==> src/hdl/mh64_pkg.sv <==
`default_nettype none

package mh64_pkg;

	// Multiplier constants, in the order the lanes use them
	localparam logic [31:0] MH_K [4] = '{32'hD6D018F5, 32'hA2AA033B, 32'h62992FC1, 32'h30BC5B29};
	localparam logic [1:0] KI_0 = 2'd0;
	localparam logic [1:0] KI_1 = 2'd1;
	localparam logic [1:0] KI_2 = 2'd2;
	localparam logic [1:0] KI_3 = 2'd3;

	localparam logic [31:0] SEED_RESET = 32'h0001_2513;

	// Working register indexes in the datapath
	localparam logic [2:0] RI_L0 = 3'd0;
	localparam logic [2:0] RI_L1 = 3'd1;
	localparam logic [2:0] RI_L2 = 3'd2;
	localparam logic [2:0] RI_L3 = 3'd3;
	localparam logic [2:0] RI_H  = 3'd4;
	localparam logic [2:0] RI_P  = 3'd5;
	localparam logic [2:0] RI_X  = 3'd6;
	localparam logic [2:0] RI_Y  = 3'd7;

	typedef enum logic [1:0] {MU_NONE, MU_LO, MU_HI} mul_op_t;

	typedef enum logic [2:0] {MS_REG, MS_SUM, MS_WORD, MS_PIECE, MS_SEED} mul_src_t;

	typedef enum logic [3:0] {
		AL_NOP, AL_INIT, AL_LANE, AL_ROTADD, AL_MOV, AL_XOR, AL_XROT,
		AL_ADD, AL_ADDR, AL_FOLDH, AL_ROT, AL_XSELF, AL_LOADP
	} alu_op_t;

	typedef enum logic [1:0] {PC_FULL, PC_W32, PC_W16, PC_W8} piece_t;

	typedef struct packed {
		logic      load;
		logic      load_first;
		mul_op_t   mul;
		mul_src_t  msrc;
		logic [2:0] ma;
		logic [2:0] mb;
		logic [1:0] ksel;
		alu_op_t   alu;
		logic [2:0] d;
		logic [2:0] b;
		logic [5:0] rot;
		piece_t    pc;
		logic [5:0] psh;
		logic      capture;
	} mh_cmd_t;

	function automatic logic [63:0] rotr64(input logic [63:0] x, input logic [5:0] r);
		logic [6:0] rl;
		rl = 7'd64 - {1'b0, r};
		return (x >> r) | (x << rl);
	endfunction

endpackage

`default_nettype wire

==> src/hdl/mh64_ctrl.sv <==
`default_nettype none

module mh64_ctrl (
	input  logic              clk,
	input  logic              arst_n,
	input  logic              in_valid,
	output logic              in_stall,
	input  logic [31:0]       message_length,
	input  logic              first_word,
	input  logic              last_word,
	output logic              out_valid,
	input  logic              out_stall,
	output mh64_pkg::mh_cmd_t cmd
);
	import mh64_pkg::*;

	typedef enum logic [3:0] {
		ST_IDLE, ST_INIT, ST_DECIDE, ST_BULK, ST_FOLD, ST_FOLDH,
		ST_LOADP, ST_PAIR, ST_MIX, ST_END, ST_FINAL, ST_OUT
	} state_t;

	typedef enum logic [1:0] {PH_BULK, PH_TAIL, PH_DONE} phase_t;

	localparam logic [2:0] FOLD_SA  [4] = '{RI_L0, RI_L1, RI_L0, RI_L1};
	localparam logic [2:0] FOLD_SB  [4] = '{RI_L3, RI_L2, RI_L2, RI_L3};
	localparam logic [2:0] FOLD_ADD [4] = '{RI_L1, RI_L0, RI_L3, RI_L2};
	localparam logic [2:0] FOLD_DST [4] = '{RI_L2, RI_L3, RI_L0, RI_L1};
	localparam logic [1:0] FOLD_KA  [4] = '{KI_0, KI_1, KI_0, KI_1};
	localparam logic [1:0] FOLD_KB  [4] = '{KI_1, KI_0, KI_1, KI_0};

	state_t      state_q;
	phase_t      phase_q;
	logic [4:0]  step_q;
	logic [1:0]  fj_q, lane_q, li_q;
	logic [31:0] len_q, taken_q;
	logic        last_q, fold_q, full_q, out_valid_q;
	logic [2:0]  rem_q, qb_q;

	logic        accept;
	logic [31:0] bulk_end, pos_rel;
	logic [32:0] pos8;
	logic        reach_end;
	logic [4:0]  t5, rt5;
	piece_t      mix_pc;
	logic [5:0]  mix_sh, mix_rot;
	logic [2:0]  rem_nx;

	assign in_stall  = (state_q != ST_IDLE);
	assign accept    = in_valid & ~in_stall;
	assign out_valid = out_valid_q;

	// Position of this beat inside the message
	always_comb begin
		bulk_end  = {len_q[31:5], 5'd0};
		pos8      = {1'b0, taken_q} + 33'd8;
		reach_end = pos8 >= {1'b0, len_q};
		pos_rel   = taken_q - bulk_end;
		t5        = pos_rel[4:0];
		rt5       = len_q[4:0] - t5;
	end

	// Pick the next tail chunk
	always_comb begin
		mix_pc  = PC_FULL;
		mix_sh  = 6'd0;
		mix_rot = 6'd36;
		rem_nx  = 3'd0;
		if (!full_q) begin
			if (rem_q[2]) begin
				mix_pc  = PC_W32;
				mix_rot = 6'd15;
				rem_nx  = {1'b0, rem_q[1:0]};
			end else if (rem_q[1]) begin
				mix_pc  = PC_W16;
				mix_sh  = qb_q[2] ? 6'd32 : 6'd0;
				mix_rot = 6'd15;
				rem_nx  = {2'b00, rem_q[0]};
			end else begin
				mix_pc  = PC_W8;
				mix_sh  = (qb_q[2] ? 6'd32 : 6'd0) + (qb_q[1] ? 6'd16 : 6'd0);
				mix_rot = 6'd23;
			end
		end
	end

	// Drive the datapath
	always_comb begin
		cmd = '0;
		unique case (state_q)
			ST_IDLE: begin
				cmd.load       = accept;
				cmd.load_first = accept & first_word;
			end
			ST_INIT: begin
				case (step_q)
					5'd0: begin cmd.mul = MU_LO; cmd.msrc = MS_SEED; cmd.ksel = KI_0; end
					5'd1: cmd.mul = MU_HI;
					default: cmd.alu = AL_INIT;
				endcase
			end
			ST_BULK: begin
				case (step_q)
					5'd0: begin cmd.mul = MU_LO; cmd.msrc = MS_WORD; cmd.ksel = li_q; end
					5'd1: cmd.mul = MU_HI;
					default: begin
						cmd.alu = AL_LANE;
						cmd.d   = {1'b0, li_q};
						cmd.b   = {1'b0, li_q + 2'd2};
					end
				endcase
			end
			ST_FOLD: begin
				case (step_q)
					5'd0: begin
						cmd.mul = MU_LO; cmd.msrc = MS_SUM;
						cmd.ma = FOLD_SA[fj_q]; cmd.mb = FOLD_SB[fj_q]; cmd.ksel = FOLD_KA[fj_q];
					end
					5'd1: cmd.mul = MU_HI;
					5'd2: begin
						cmd.alu = AL_ROTADD; cmd.d = RI_X; cmd.b = FOLD_ADD[fj_q]; cmd.rot = 6'd30;
					end
					5'd3: begin
						cmd.mul = MU_LO; cmd.msrc = MS_REG; cmd.ma = RI_X; cmd.ksel = FOLD_KB[fj_q];
					end
					5'd4: cmd.mul = MU_HI;
					default: begin cmd.alu = AL_XOR; cmd.d = FOLD_DST[fj_q]; end
				endcase
			end
			ST_FOLDH: begin
				cmd.alu = AL_FOLDH; cmd.d = RI_H;
			end
			ST_LOADP: begin
				cmd.alu = AL_LOADP; cmd.d = RI_P;
			end
			ST_PAIR: begin
				case (step_q)
					5'd0:  begin cmd.mul = MU_LO; cmd.ma = RI_P; cmd.ksel = KI_2; end
					5'd2:  begin cmd.alu = AL_ROTADD; cmd.d = RI_X; cmd.b = RI_H; cmd.rot = 6'd29; end
					5'd3:  begin cmd.mul = MU_LO; cmd.ma = RI_X; cmd.ksel = KI_3; end
					5'd5:  begin cmd.alu = AL_MOV; cmd.d = RI_X; end
					5'd6:  begin cmd.mul = MU_LO; cmd.msrc = MS_WORD; cmd.ksel = KI_2; end
					5'd8:  begin cmd.alu = AL_ROTADD; cmd.d = RI_Y; cmd.b = RI_H; cmd.rot = 6'd29; end
					5'd9:  begin cmd.mul = MU_LO; cmd.ma = RI_Y; cmd.ksel = KI_3; end
					5'd11: begin cmd.alu = AL_MOV; cmd.d = RI_Y; end
					5'd12: begin cmd.mul = MU_LO; cmd.ma = RI_X; cmd.ksel = KI_0; end
					5'd14: begin cmd.alu = AL_XROT; cmd.d = RI_X; cmd.b = RI_Y; cmd.rot = 6'd34; end
					5'd15: begin cmd.mul = MU_LO; cmd.ma = RI_Y; cmd.ksel = KI_3; end
					5'd17: begin cmd.alu = AL_XROT; cmd.d = RI_Y; cmd.b = RI_X; cmd.rot = 6'd34; end
					5'd18: begin cmd.alu = AL_ADDR; cmd.d = RI_H; cmd.b = RI_Y; end
					default: cmd.mul = MU_HI;
				endcase
			end
			ST_MIX: begin
				cmd.pc  = mix_pc;
				cmd.psh = mix_sh;
				case (step_q)
					5'd0: begin cmd.mul = MU_LO; cmd.msrc = MS_PIECE; cmd.ksel = KI_3; end
					5'd1: cmd.mul = MU_HI;
					5'd2: begin cmd.alu = AL_ADD; cmd.d = RI_H; end
					5'd3: begin cmd.alu = AL_ROT; cmd.d = RI_X; cmd.b = RI_H; cmd.rot = mix_rot; end
					5'd4: begin cmd.mul = MU_LO; cmd.ma = RI_X; cmd.ksel = KI_1; end
					5'd5: cmd.mul = MU_HI;
					default: begin cmd.alu = AL_XOR; cmd.d = RI_H; end
				endcase
			end
			// Finalize into the scratch register, leaving the running hash as it is
			ST_FINAL: begin
				case (step_q)
					5'd0: begin cmd.alu = AL_XSELF; cmd.d = RI_X; cmd.b = RI_H; cmd.rot = 6'd28; end
					5'd1: begin cmd.mul = MU_LO; cmd.ma = RI_X; cmd.ksel = KI_0; end
					5'd2: cmd.mul = MU_HI;
					5'd3: begin cmd.alu = AL_MOV; cmd.d = RI_X; end
					default: begin
						cmd.alu = AL_XSELF; cmd.d = RI_X; cmd.b = RI_X; cmd.rot = 6'd29;
					end
				endcase
			end
			ST_OUT: begin
				cmd.capture = ~out_valid_q | ~out_stall;
			end
			default: ;
		endcase
	end

	// Sequencer and beat bookkeeping
	always_ff @(posedge clk or negedge arst_n) begin
		if (!arst_n) begin
			state_q     <= ST_IDLE;
			phase_q     <= PH_BULK;
			step_q      <= '0;
			fj_q        <= '0;
			lane_q      <= '0;
			li_q        <= '0;
			len_q       <= '0;
			taken_q     <= '0;
			last_q      <= 1'b0;
			fold_q      <= 1'b0;
			full_q      <= 1'b0;
			rem_q       <= '0;
			qb_q        <= '0;
			out_valid_q <= 1'b0;
		end else begin
			if (out_valid_q && !out_stall) begin
				out_valid_q <= 1'b0;
			end
			unique case (state_q)
				ST_IDLE: begin
					if (accept) begin
						last_q <= last_word;
						step_q <= '0;
						if (first_word) begin
							len_q   <= message_length;
							taken_q <= '0;
							lane_q  <= '0;
							if (message_length == 32'd0) begin
								phase_q <= PH_DONE;
							end else if (message_length >= 32'd32) begin
								phase_q <= PH_BULK;
							end else begin
								phase_q <= PH_TAIL;
							end
							state_q <= ST_INIT;
						end else begin
							state_q <= ST_DECIDE;
						end
					end
				end
				ST_INIT: begin
					step_q <= step_q + 5'd1;
					if (step_q == 5'd2) begin
						step_q  <= '0;
						state_q <= ST_DECIDE;
					end
				end
				ST_DECIDE: begin
					step_q <= '0;
					fj_q   <= '0;
					if (phase_q == PH_DONE || taken_q >= len_q) begin
						state_q <= ST_END;
					end else begin
						taken_q <= reach_end ? len_q : pos8[31:0];
						if (phase_q == PH_BULK && taken_q < bulk_end) begin
							li_q    <= lane_q;
							lane_q  <= lane_q + 2'd1;
							fold_q  <= pos8 >= {1'b0, bulk_end};
							if (reach_end) begin
								phase_q <= PH_DONE;
							end else if (pos8 >= {1'b0, bulk_end}) begin
								phase_q <= PH_TAIL;
							end
							state_q <= ST_BULK;
						end else begin
							phase_q <= reach_end ? PH_DONE : PH_TAIL;
							if (len_q[4] && t5 == 5'd0) begin
								state_q <= ST_LOADP;
							end else if (len_q[4] && t5 == 5'd8) begin
								state_q <= ST_PAIR;
							end else if (rt5 >= 5'd8) begin
								full_q  <= 1'b1;
								state_q <= ST_MIX;
							end else begin
								full_q  <= 1'b0;
								rem_q   <= rt5[2:0];
								qb_q    <= rt5[2:0];
								phase_q <= PH_DONE;
								state_q <= ST_MIX;
							end
						end
					end
				end
				ST_BULK: begin
					step_q <= step_q + 5'd1;
					if (step_q == 5'd2) begin
						step_q  <= '0;
						state_q <= fold_q ? ST_FOLD : ST_END;
					end
				end
				ST_FOLD: begin
					step_q <= step_q + 5'd1;
					if (step_q == 5'd5) begin
						step_q <= '0;
						fj_q   <= fj_q + 2'd1;
						if (fj_q == 2'd3) begin
							state_q <= ST_FOLDH;
						end
					end
				end
				ST_FOLDH: state_q <= ST_END;
				ST_LOADP: state_q <= ST_END;
				ST_PAIR: begin
					step_q <= step_q + 5'd1;
					if (step_q == 5'd18) begin
						step_q  <= '0;
						state_q <= ST_END;
					end
				end
				ST_MIX: begin
					step_q <= step_q + 5'd1;
					if (step_q == 5'd6) begin
						step_q <= '0;
						rem_q  <= rem_nx;
						if (full_q || rem_nx == 3'd0) begin
							state_q <= ST_END;
						end
					end
				end
				ST_END: begin
					step_q <= '0;
					if (last_q) begin
						phase_q <= PH_DONE;
						state_q <= ST_FINAL;
					end else begin
						state_q <= ST_IDLE;
					end
				end
				ST_FINAL: begin
					step_q <= step_q + 5'd1;
					if (step_q == 5'd4) begin
						step_q  <= '0;
						state_q <= ST_OUT;
					end
				end
				ST_OUT: begin
					if (!out_valid_q || !out_stall) begin
						out_valid_q <= 1'b1;
						state_q     <= ST_IDLE;
					end
				end
				default: state_q <= ST_IDLE;
			endcase
		end
	end

endmodule

`default_nettype wire

==> config.mk <==
export PLATFORM = sky130hd
export DESIGN_NAME = mh64_ctrl
export DESIGN_NICKNAME = d
export VERILOG_FILES = /design/src/hdl/mh64_pkg.sv /design/src/hdl/mh64_ctrl.sv
export SDC_FILE = /design/constraint.sdc
export NUM_CORES = 1
export LEC_CHECK = 0
export ABC_AREA = 1
export BUFFER_PORTS_ARGS = -buffer_cell sky130_fd_sc_hd__buf_2
export CAP_MARGIN = 0
export CORE_ASPECT_RATIO = 1.4
export CORE_MARGIN = 2
export CORE_UTILIZATION = 30
export CTS_BUF_LIST = sky130_fd_sc_hd__clkbuf_4 sky130_fd_sc_hd__clkbuf_8
export DETAILED_ROUTE_END_ITERATION = 10
export GPL_TIMING_DRIVEN = 0
export SLEW_MARGIN = 10
export SYNTH_ARGS = -nofsm -noshare
export SYNTH_HDL_FRONTEND = slang
export SYNTH_SLANG_ARGS = --single-unit
==> constraint.sdc <==
create_clock -name clk -period 3.3 [get_ports clk]
set_clock_uncertainty 0.15 [all_clocks]
set_input_delay 0.66 -clock clk [delete_from_list [all_inputs] [get_ports clk]]
set_output_delay 0.66 -clock clk [all_outputs]
set_load 0.01 [all_outputs]
# [After elaboration in Yosys (flattened, before gate mapping)]
# Index checks and enable logic that the tools add are counted.
[word_totals] ff_bits=91 latch_bits=0 ramBits=0 romBits=0 inputBits=38 output_inout_bits=42 elab_cells=277 mem_count=0
[classes] addsub=8 multipliers=0 div_mod_pow=0 order_cmp=7 eq_ne=47 n_shift=0 muxes=135 bitwise_logic=12 n_reduce_logical=54
[op_table] operator="32-bit two-way mux" count=4
[op_table] operator="33-bit by 32-bit >= comparator with 1-bit output" count=2
[op_table] operator="4-bit two-way mux" count=16
[op_table] operator="32-bit one-hot mux with 2 select lines" count=1
[op_table] operator="2-bit two-way mux" count=31
[op_table] operator="3-bit two-way mux" count=19
[op_table] operator="7-bit one-hot mux with 7 select lines" count=1
[op_table] operator="5-bit two-way mux" count=9
[op_table] operator="4-bit one-hot mux with 11 select lines" count=1
[op_table] operator="2-bit one-hot mux with 2 select lines" count=10
[op_table] operator="2-bit != test (second input constant)" count=18
[op_table] operator="5-bit by 4-bit == test with 1-bit output (second input constant)" count=7
[op_table] operator="5-bit one-hot mux with 7 select lines" count=1
[op_table] operator="32-bit by 4-bit adder with 33-bit output (second input constant)" count=1
[op_table] operator="32-bit >= comparator" count=1
[op_table] operator="32-bit by 6-bit >= comparator with 1-bit output (second input constant)" count=1
[op_table] operator="32-bit logical NOT" count=1
[op_table] operator="32-bit less-than comparator" count=1
[op_table] operator="4-bit one-hot mux with 8 select lines" count=1
[op_table] operator="6-bit two-way mux" count=5
[op_table] operator="3-bit one-hot mux with 5 select lines" count=2
[op_table] operator="2-bit OR reduction" count=15
[op_table] operator="3-bit binary-select mux with 2-bit select" count=4
[op_table] operator="6-bit one-hot mux with 2 select lines" count=2
[op_table] operator="other kinds (60)" count=109

# [Depth between registers and ports, before layout]
# Gate-level depths: netlist of run 1.
[logic_depth] ltp_word=9 ltp_mapped=27

# [Worst setup path before layout of run 1]
# OpenSTA, ideal clock, no wires.
[synth_path] path_type="register to register" startpoint="reg taken_q[4]" endpoint="reg taken_q[1]" setup_ps=128 t_arrival_ps=3085 required_ps=3022 setup_slack_ps=-63 path_stages_with_launch=25 period_less_slack_ps=3363 cell_sequence="dfrtp_1 > ha_1 > nand2_1 > nor2_2 > nand2_1 > nor2_2 > nand2_2 > nor2_4 > nand2_1 > nor2_1 > nand2_1 > xor2_1 > inv_1 > ha_1 > nand2_1 > nor2_1 > inv_1 > nor2_1 > nand4_1 > nor2_2 > nor2_8 > nor2_4 > nor2_1 > nand2_1 > o21ai_0"
[synth_via] elab_chain_len=5 word_cells_on_any_way=9 classes_between="add/sub: 1; order compare: 2; eq/ne: 1; mux: 3; reduce/logical: 2"
[synth_rtl] element="start, declared" line="mh64_ctrl.sv:35" rtl="logic [31:0] len_q, taken_q;"
[synth_rtl] element="start signal, assigned" line="mh64_ctrl.sv:241" rtl="taken_q <= reach_end ? len_q : pos8[31:0];"
[synth_rtl] element="32-bit by 4-bit adder with 33-bit output" line="mh64_ctrl.sv:55" rtl="pos8 = {1'b0, taken_q} + 33'd8;"
[synth_rtl] element="33-bit by 32-bit >= comparator with 1-bit output" line="mh64_ctrl.sv:56" rtl="reach_end = pos8 >= {1'b0, len_q};"
[synth_rtl] element="32-bit two-way mux" line="mh64_ctrl.sv:241"
[synth_rtl] element="32-bit two-way mux" line="mh64_ctrl.sv:238" rtl="if (phase_q == PH_DONE || taken_q >= len_q) begin"
[synth_rtl] element="32-bit one-hot mux with 2 select lines" line="mh64_ctrl.sv:206" rtl="unique case (state_q)"
# Parallel ways exist; a longest one is shown, timed or not. The select of a mux whose other input is x is not followed.
# A chain may end at the register's enable or synchronous reset.

# [Worst setup path in the final report of run 1]
[layout_path] startpoint="reg taken_q[3]" endpoint="reg taken_q[14]"
# The elaborated chain is that of the path after synthesis.

==> results.py, run 1 <==
metrics = {
    "run_status": {
        "status": "finished, violations left",
        "violations": "negative setup slack",
    },
    "yosys": {
        "yosysTopAreaCell": "dfrtp_1",
        "synth_top_area_share_pct": 29.40,
        "synth_common_cells": "nand2_1 (301), inv_1 (167), nor2_1 (151)",
        "synth.avg_cell_area_um2": 6.707,
        "synth-adder-area-share_pct": 12.84,
        "synth_cells": 1142,
        "synthFlopType": "dfrtp_1",
        "synth.area.top_cells": "dfrtp_1 (29%), nand2_1 (15%), ha_1 (13%)",
        "synth_xor_area_share_pct": 3.202,
        "synth_compound_area_share_pct": 11.71,
        "async_flop_share_pct": 100.0,
        "ys_warn_count": 0,
        "ys_seq_area_share_pct": 29.40,
        "synth_top_family_by_area": "simple AND/OR/NAND/NOR gates",
        "yosysMostFrequentCell": "nand2_1",
        "synth_cell_type_count": 46,
        "synthSimpleGateAreaFrac_pct": 32.60,
        "synth_edf_count": 0,
        "synth_mux_area_share_pct": 0.1470,
        "synth_area_um2": 7660,
        "ys_seq_elements": 90,
    },
    "floorplan": {
        "pin_count": 80,
        "row_count": 69,
        "core_um2": 25210,
        "floorplan.initialDensity_pct": 30.39,
        "design.die.area_um2": 26840,
        "die_h_um": 193.1,
        "chipWidth_um": 139.0,
    },
    "layout": {
        "diodes": 0,
        "fin_area_um2": 9724,
        "syn2layout_area_growth_pct": 26.95,
        "seqCellArea_um2": 2258,
        "drive_gt1_share_pct": 23.35,
        "multi_input_area_um2": 5200,
        "nFillCells": 2688,
        "fin_nets": 1397,
    },
    "place": {
        "dp_slack_ns": -0.9322,
        "dpl-instance-area_um2": 8496,
        "routabilityCongestion": 0.9124,
        "port_buffers": 74,
        "place_hpwl_mm": 19.58,
    },
    "routing": {
        "drtAntennaViolNets": 0,
        "dr.pass1.iters": 5,
        "wl_mm": 25.65,
        "drt-wirelength-per-cell_um": 15.99,
        "drt_iter0_drc": 550,
        "drc_errors": 0,
        "viasPerCell": 4.946,
        "vias": 7934,
    },
    "timing": {
        "slew_headroom_pct": 50.91,
        "fin_crit_sh_pct": 111.1,
        "period_minus_slack_ns": 3.666,
        "rsz0062_at_grt": "yes",
        "hold_viol": 0,
        "hold-worst-slack_ns": 0.06077,
        "tightest_slew_ns": 0.7364,
        "setup_ws_ns": -0.3655,
        "fmax_mhz": 272.8,
        "setup_viol": 34,
        "maxSlewViolCount": 0,
    },
    "global_route": {
        "antenna_found_initial": 0,
        "grt_max_degree": 60,
        "grt_pass1_wl_mm": 40.10,
        "track_usage_pct": 18.89,
        "grt_pass1_vias": 7796,
        "grt_overflow": 0,
    },
    "power": {
        "powerDensity_nw_per_um2": 810.9,
        "clkPwrFrac_pct": 10.4,
        "sw_frac_of_total_pct": 53.47,
        "power_frac_comb_pct": 65.4,
        "p_int_mw": 3.669,
        "p_total_mw": 7.886,
        "seq_power_share_pct": 24.2,
        "leakagePower_nw": 5.131,
        "p_sw_mw": 4.217,
        "peakVddDrop_v": 0.0003488,
    },
    "setup_path": {
        "crit_fanout": 7,
        "critical_path.endpoint": "taken_q[14]$_DFFE_PN0P_",
        "r2r-end": "taken_q[14]$_DFFE_PN0P_",
        "r2r_cells": 24,
        "startpoint_type": "flop",
        "reg2reg_from": "taken_q[3]$_DFFE_PN0P_",
        "critPathLaunch": "taken_q[3]$_DFFE_PN0P_",
        "arrival_ns": 3.79,
        "worst_ep_required_time_ns": 3.42,
        "endpoint_kind": "flop",
        "r2r_slack_ns": -0.37,
        "path_class": "reg -> reg",
    },
    "worst_hold_path": {
        "hold_path_class": "in -> async",
    },
    "clocking": {
        "clockBufferDepth": 2,
        "insertion_delay_ns": 0.39,
        "cts.sinks": 90,
        "path_clk_slew_ns": 0.10,
        "numCtsBuffers": 9,
        "tritoncts": "built",
        "htree_levels": 3,
        "root_buffer": "clkbuf_8",
    },
    "flow_run": {
        "maxCapViolations": 0,
    },
}
==> per-stage QoR <==
step	setup TNS [ns]	instances	util, %
2_1_floorplan	-0.3986	1146	-
3_3_place_gp	-26.51	1539	33.58
3_5_place_dp	-27.47	1540	33.70
4_1_cts	-8.452	1584	36.26
5_1_grt	-16.89	1604	38.57
6_report	-10.00	1604	38.57
==> how the worst min path moves through the flow <==
stage                              start                    to  depth (start not counted)
floorplan                         arst_n   fj_q[0]$_DFFE_PN0P_                          0
global placement    rem_q[0]$_DFFE_PN0P_  rem_q[0]$_DFFE_PN0P_                          2
detailed placement  rem_q[0]$_DFFE_PN0P_  rem_q[0]$_DFFE_PN0P_                          2
CTS                               arst_n  len_q[7]$_DFFE_PN0P_                          1
global route                      arst_n  len_q[7]$_DFFE_PN0P_                          1
finish                            arst_n  len_q[7]$_DFFE_PN0P_                          1
==> routing by layer <==
layer	vias to the layer above	track usage [%]	wire, um
met5	-	0	0
li1	3965	-	-
met4	0	9.363	1127
met1	3695	21.00	10270
met2	215	35.58	13370
met3	59	2.371	886
==> placed cells by master, fill, tap and decap left out, types with 3 or more instances in the layout <==
cell type and count:
xor2_1 21, buf_4 46, dfrtp_2 5, nor4_1 10
dfrtp_1 85, ha_4 3, a21oi_1 38, nor3_1 25
buf_6 5, inv_1 153, o21ai_1 16, nor2_1 119
a21o_1 3, o22ai_1 7, o21ai_0 74, nor2_2 20
inv_2 18, nand3_1 37, nor2_4 22, o211ai_1 11
nand3_2 13, xnor2_1 5, nand2_2 30, nand2_4 13
conb_1 5, clkbuf_2 3, clkbuf_8 11, buf_2 75
a21oi_2 3, clkbuf_1 4, o2111ai_1 4, nand2_1 261
buf_12 3, ha_1 74, nand4_1 18
==> layout make-up <==
type,instances,area share [%]
repair buffers,123,8.659
inverters,174,6.897
well taps,319,4.104
plain buffers,20,1.467
clock buffers,11,1.557
repair inverters,1,0.09007
multi-input cells,862,53.47
clock inverters,4,0.5275
flip-flops and latches,90,23.22
==> registers in the layout, summed over array words and instances (netlist names) <==
register and cells:
lane_q 2, out_valid 1, fj_q 2, taken_q 32, rem_q 3, len_q 32, li_q 2, fold_q 1
qb_q 2, phase_q 2, last_q 1, full_q 1, state_q 4, step_q 5
==> repair_timing <==
| action | in CTS | in global routing |
|---|---|---|
| pin swaps | 16 | 43 |
| gates resized for setup | 67 | 121 |
| endpoints found under the hold margin | 0 | 0 |
| gates cloned | 2 | 1 |
| buffers inserted | 27 | 19 |
| hold buffers | 0 | 0 |
| endpoints found under the setup margin | 56 | 56 |
==> cells by family after synthesis <==
logic type | Yosys count
other cells | 1
mux | 1
simple gates | 586
flops | 90
compound gates | 164
fa+ha+maj | 78
buf+inv | 194
xor+xnor | 28
==> power groups by stage <==
stage | registers, mW | clock network, mW | logic [mW]
final | 1.91 | 0.818 | 5.16
after global routing | 1.97 | 0.885 | 5.78
after CTS | 1.87 | 0.845 | 4.73
after detailed placement | 1.89 | 0 | 4.38
after global placement | 1.88 | 0 | 4.31
after floorplan | 1.78 | 0 | 3.05
==> worst max-delay path, cell delays in order (launching register included) <==
cell and delay [ns]:
dfrtp_1 0.44, ha_4 0.19, nand2_4 0.06, nor2_4 0.11, nand2_2 0.09, nor2_4 0.11, nand2_2 0.09, nor2_4 0.13
buf_4 0.16, nand3_1 0.15, xnor2_2 0.20, ha_1 0.30, nand2_2 0.08, nor2_4 0.11, inv_2 0.06, nor2_4 0.12
nand4_1 0.18, nor2_4 0.21, nor2_8 0.07, buf_12 0.13, nand2_8 0.07, inv_8 0.05, buf_8 0.13, nand2_1 0.08
nand3_2 0.06
(Power assumes the default switching activity.)
==> run 2: changes to the inputs <==
Settings changed: CORE_UTILIZATION 30 to 56, PLACE_DENSITY from default to 0.79.
==> run 2 against run 1 <==
The run still ends with negative setup slack left. Via count up 4.0%. Final area decreased by 4.3%. Final cell count shrank 8.9%. Setup slack better by 0.035 ns. Flip-flop and latch count unchanged. Largest power group unchanged. Highest routed layer unchanged.
==> results.py, run 2 (synthesis results as in run 1) <==
metrics = {
    "layout": {
        "nFillCells": 1153,
        "drive_gt1_share_pct": 20.56,
        "layout_common_cells": "nand2_1 (285), inv_1 (159), nor2_1 (123)",
        "fin_nets": 1390,
        "reg_top3": "len_q: 32 flops, taken_q: 32 flops, step_q: 5 flops",
        "multi_input_area_um2": 5035,
        "seqCellArea_um2": 2261,
        "layout_commonest_cell": "nand2_1",
        "syn2layout_area_growth_pct": 21.51,
        "diodes": 0,
        "final_util_pct": 69.52,
    },
    "floorplan": {
        "row_count": 50,
        "chipWidth_um": 102.8,
        "die_h_um": 142.4,
        "floorplan.initialDensity_pct": 57.21,
        "pin_count": 80,
        "core_um2": 13390,
        "design.die.area_um2": 14640,
    },
    "setup_path": {
        "critPathLaunch": "taken_q[4]$_DFFE_PN0P_",
        "startpoint_type": "flop",
        "path_class": "reg -> reg",
        "arrival_ns": 3.79,
        "endpoint_kind": "flop",
        "crit_fanout": 5,
        "reg2reg_from": "taken_q[4]$_DFFE_PN0P_",
        "worst_ep_required_time_ns": 3.46,
    },
    "routing": {
        "route.met3.wl_mm": 1.511,
        "vias": 8248,
        "route.met2.wl_mm": 12.42,
        "wl_mm": 24.42,
        "dr.pass1.iters": 5,
        "drtAntennaViolNets": 0,
        "routed.top_layer": "met4",
        "drt-wirelength-per-cell_um": 16.71,
        "drc_errors": 0,
        "viasPerCell": 5.645,
        "met1_length_mm": 8.505,
        "drt_iter0_drc": 553,
    },
    "run_status": {
        "status": "finished, violations left",
        "violations": "negative setup slack",
    },
    "power": {
        "p_total_mw": 7.704,
        "seq_power_share_pct": 24.8,
        "p_sw_mw": 4.150,
        "clkPwrFrac_pct": 10.7,
        "sw_frac_of_total_pct": 53.87,
        "p_int_mw": 3.554,
        "leakagePower_nw": 4.909,
        "peakVddDrop_v": 0.0004735,
        "powerDensity_nw_per_um2": 827.7,
        "power_frac_comb_pct": 64.6,
    },
    "clocking": {
        "cts.sinks": 90,
        "ctsHoldBuffers": 0,
        "htree_levels": 3,
        "tritoncts": "built",
        "clockBufferDepth": 2,
        "root_buffer": "clkbuf_8",
        "insertion_delay_ns": 0.39,
        "path_clk_slew_ns": 0.10,
        "numCtsBuffers": 9,
    },
    "place": {
        "routabilityCongestion": 0.9768,
        "place_hpwl_mm": 17.84,
        "dp_slack_ns": -0.8182,
        "port_buffers": 74,
    },
    "timing": {
        "maxSlewViolCount": 0,
        "hold-worst-slack_ns": 0.1385,
        "period_minus_slack_ns": 3.631,
        "slew_headroom_pct": 45.97,
        "fin_crit_sh_pct": 110.0,
        "tightest_slew_ns": 0.8104,
        "rsz0062_at_grt": "yes",
        "setup_viol": 34,
        "setup_ws_ns": -0.3308,
        "hold_viol": 0,
        "fmax_mhz": 275.4,
    },
    "global_route": {
        "grt_overflow": 0,
        "track_usage_pct": 34.51,
        "grt_max_degree": 47,
        "grt_pass1_wl_mm": 39.16,
        "antenna_found_initial": 0,
        "grt_pass1_vias": 8111,
    },
    "flow_run": {
        "maxCapViolations": 0,
    },
    "worst_hold_path": {
        "hold_path_class": "in -> async",
    },
}
## run 2: cell count changes in the layout (fill, tap and decap cells not counted), sizes merged
cell	previous run	this run
inv	175	177
clkbuf	19	16
buf	135	129
clkinv	2	1
clkinvlp	1	3
## run 2: metrics by stage
stage	setup TNS [ns]	instance area [um2]	instances
finish	-8.908	9308	1461
global route	-13.78	9308	1461
CTS	-8.373	8995	1448
detailed placement	-24.01	8324	1403
global placement	-21.48	8294	1402
floorplan	-0.3986	7696	1146
## run 2: power groups by stage
stage	combinational, mW	sequential, mW	clock (mW)
final	4.97	1.91	0.821
after global routing	5.56	1.96	0.874
after CTS	4.60	1.88	0.821
after detailed placement	4.26	1.89	0
after global placement	4.18	1.88	0
after floorplan	3.05	1.78	0
## run 2: layer usage
layer  vias up  global-route usage [%]
met5         -                       0
met3       151                   6.385
met4         0                   23.55
met1      3802                   36.84
li1       3939                       -
met2       356                   60.34
## run 2: final timing paths
kind	depth (start not counted)	end	slack, ns
setup reg to reg	27	taken_q[5]$_DFFE_PN0P_	-0.33
setup / recovery	27	taken_q[5]$_DFFE_PN0P_	-0.33
hold / removal	1	len_q[13]$_DFFE_PN0P_	0.14
min in group clk	3	len_q[24]$_DFFE_PN0P_	0.33
max in group asynchronous	2	taken_q[4]$_DFFE_PN0P_	2.21
hold reg to reg	2	taken_q[12]$_DFFE_PN0P_	0.34
## run 2: what timing repair did
item,in CTS,in global routing
pin swaps,27,31
buffers inserted,28,13
resized for setup,76,67
endpoints found under the setup margin,49,63
gates cloned,1,0
## run 2: critical path: stages (launching register included)
cell,delay [ns]
dfrtp_2,0.42
ha_4,0.17
nand2_4,0.06
nor2_4,0.12
nand2_4,0.07
nor2_4,0.09
nand2_2,0.08
nor2_4,0.13
nand2_4,0.09
nor2_4,0.11
nand2_2,0.07
xor2_2,0.18
inv_1,0.07
ha_1,0.28
nand2_1,0.07
nor2_2,0.11
inv_2,0.06
nor2_4,0.15
nand2_2,0.07
inv_1,0.06
nand4_1,0.13
nand3_4,0.15
nor2_8,0.07
buf_12,0.15
buf_6,0.12
a21oi_2,0.13
o21ai_2,0.07
o21ai_1,0.09
## run 2: layout make-up
class | count | area share [%]
clock buffers | 9 | 1.331
well taps | 182 | 2.447
plain buffers | 20 | 1.492
flip-flops and latches | 90 | 24.29
clock inverters | 7 | 0.8334
repair inverters | 1 | 0.1210
multi-input cells | 862 | 54.09
repair buffers | 116 | 8.133
inverters | 174 | 7.259
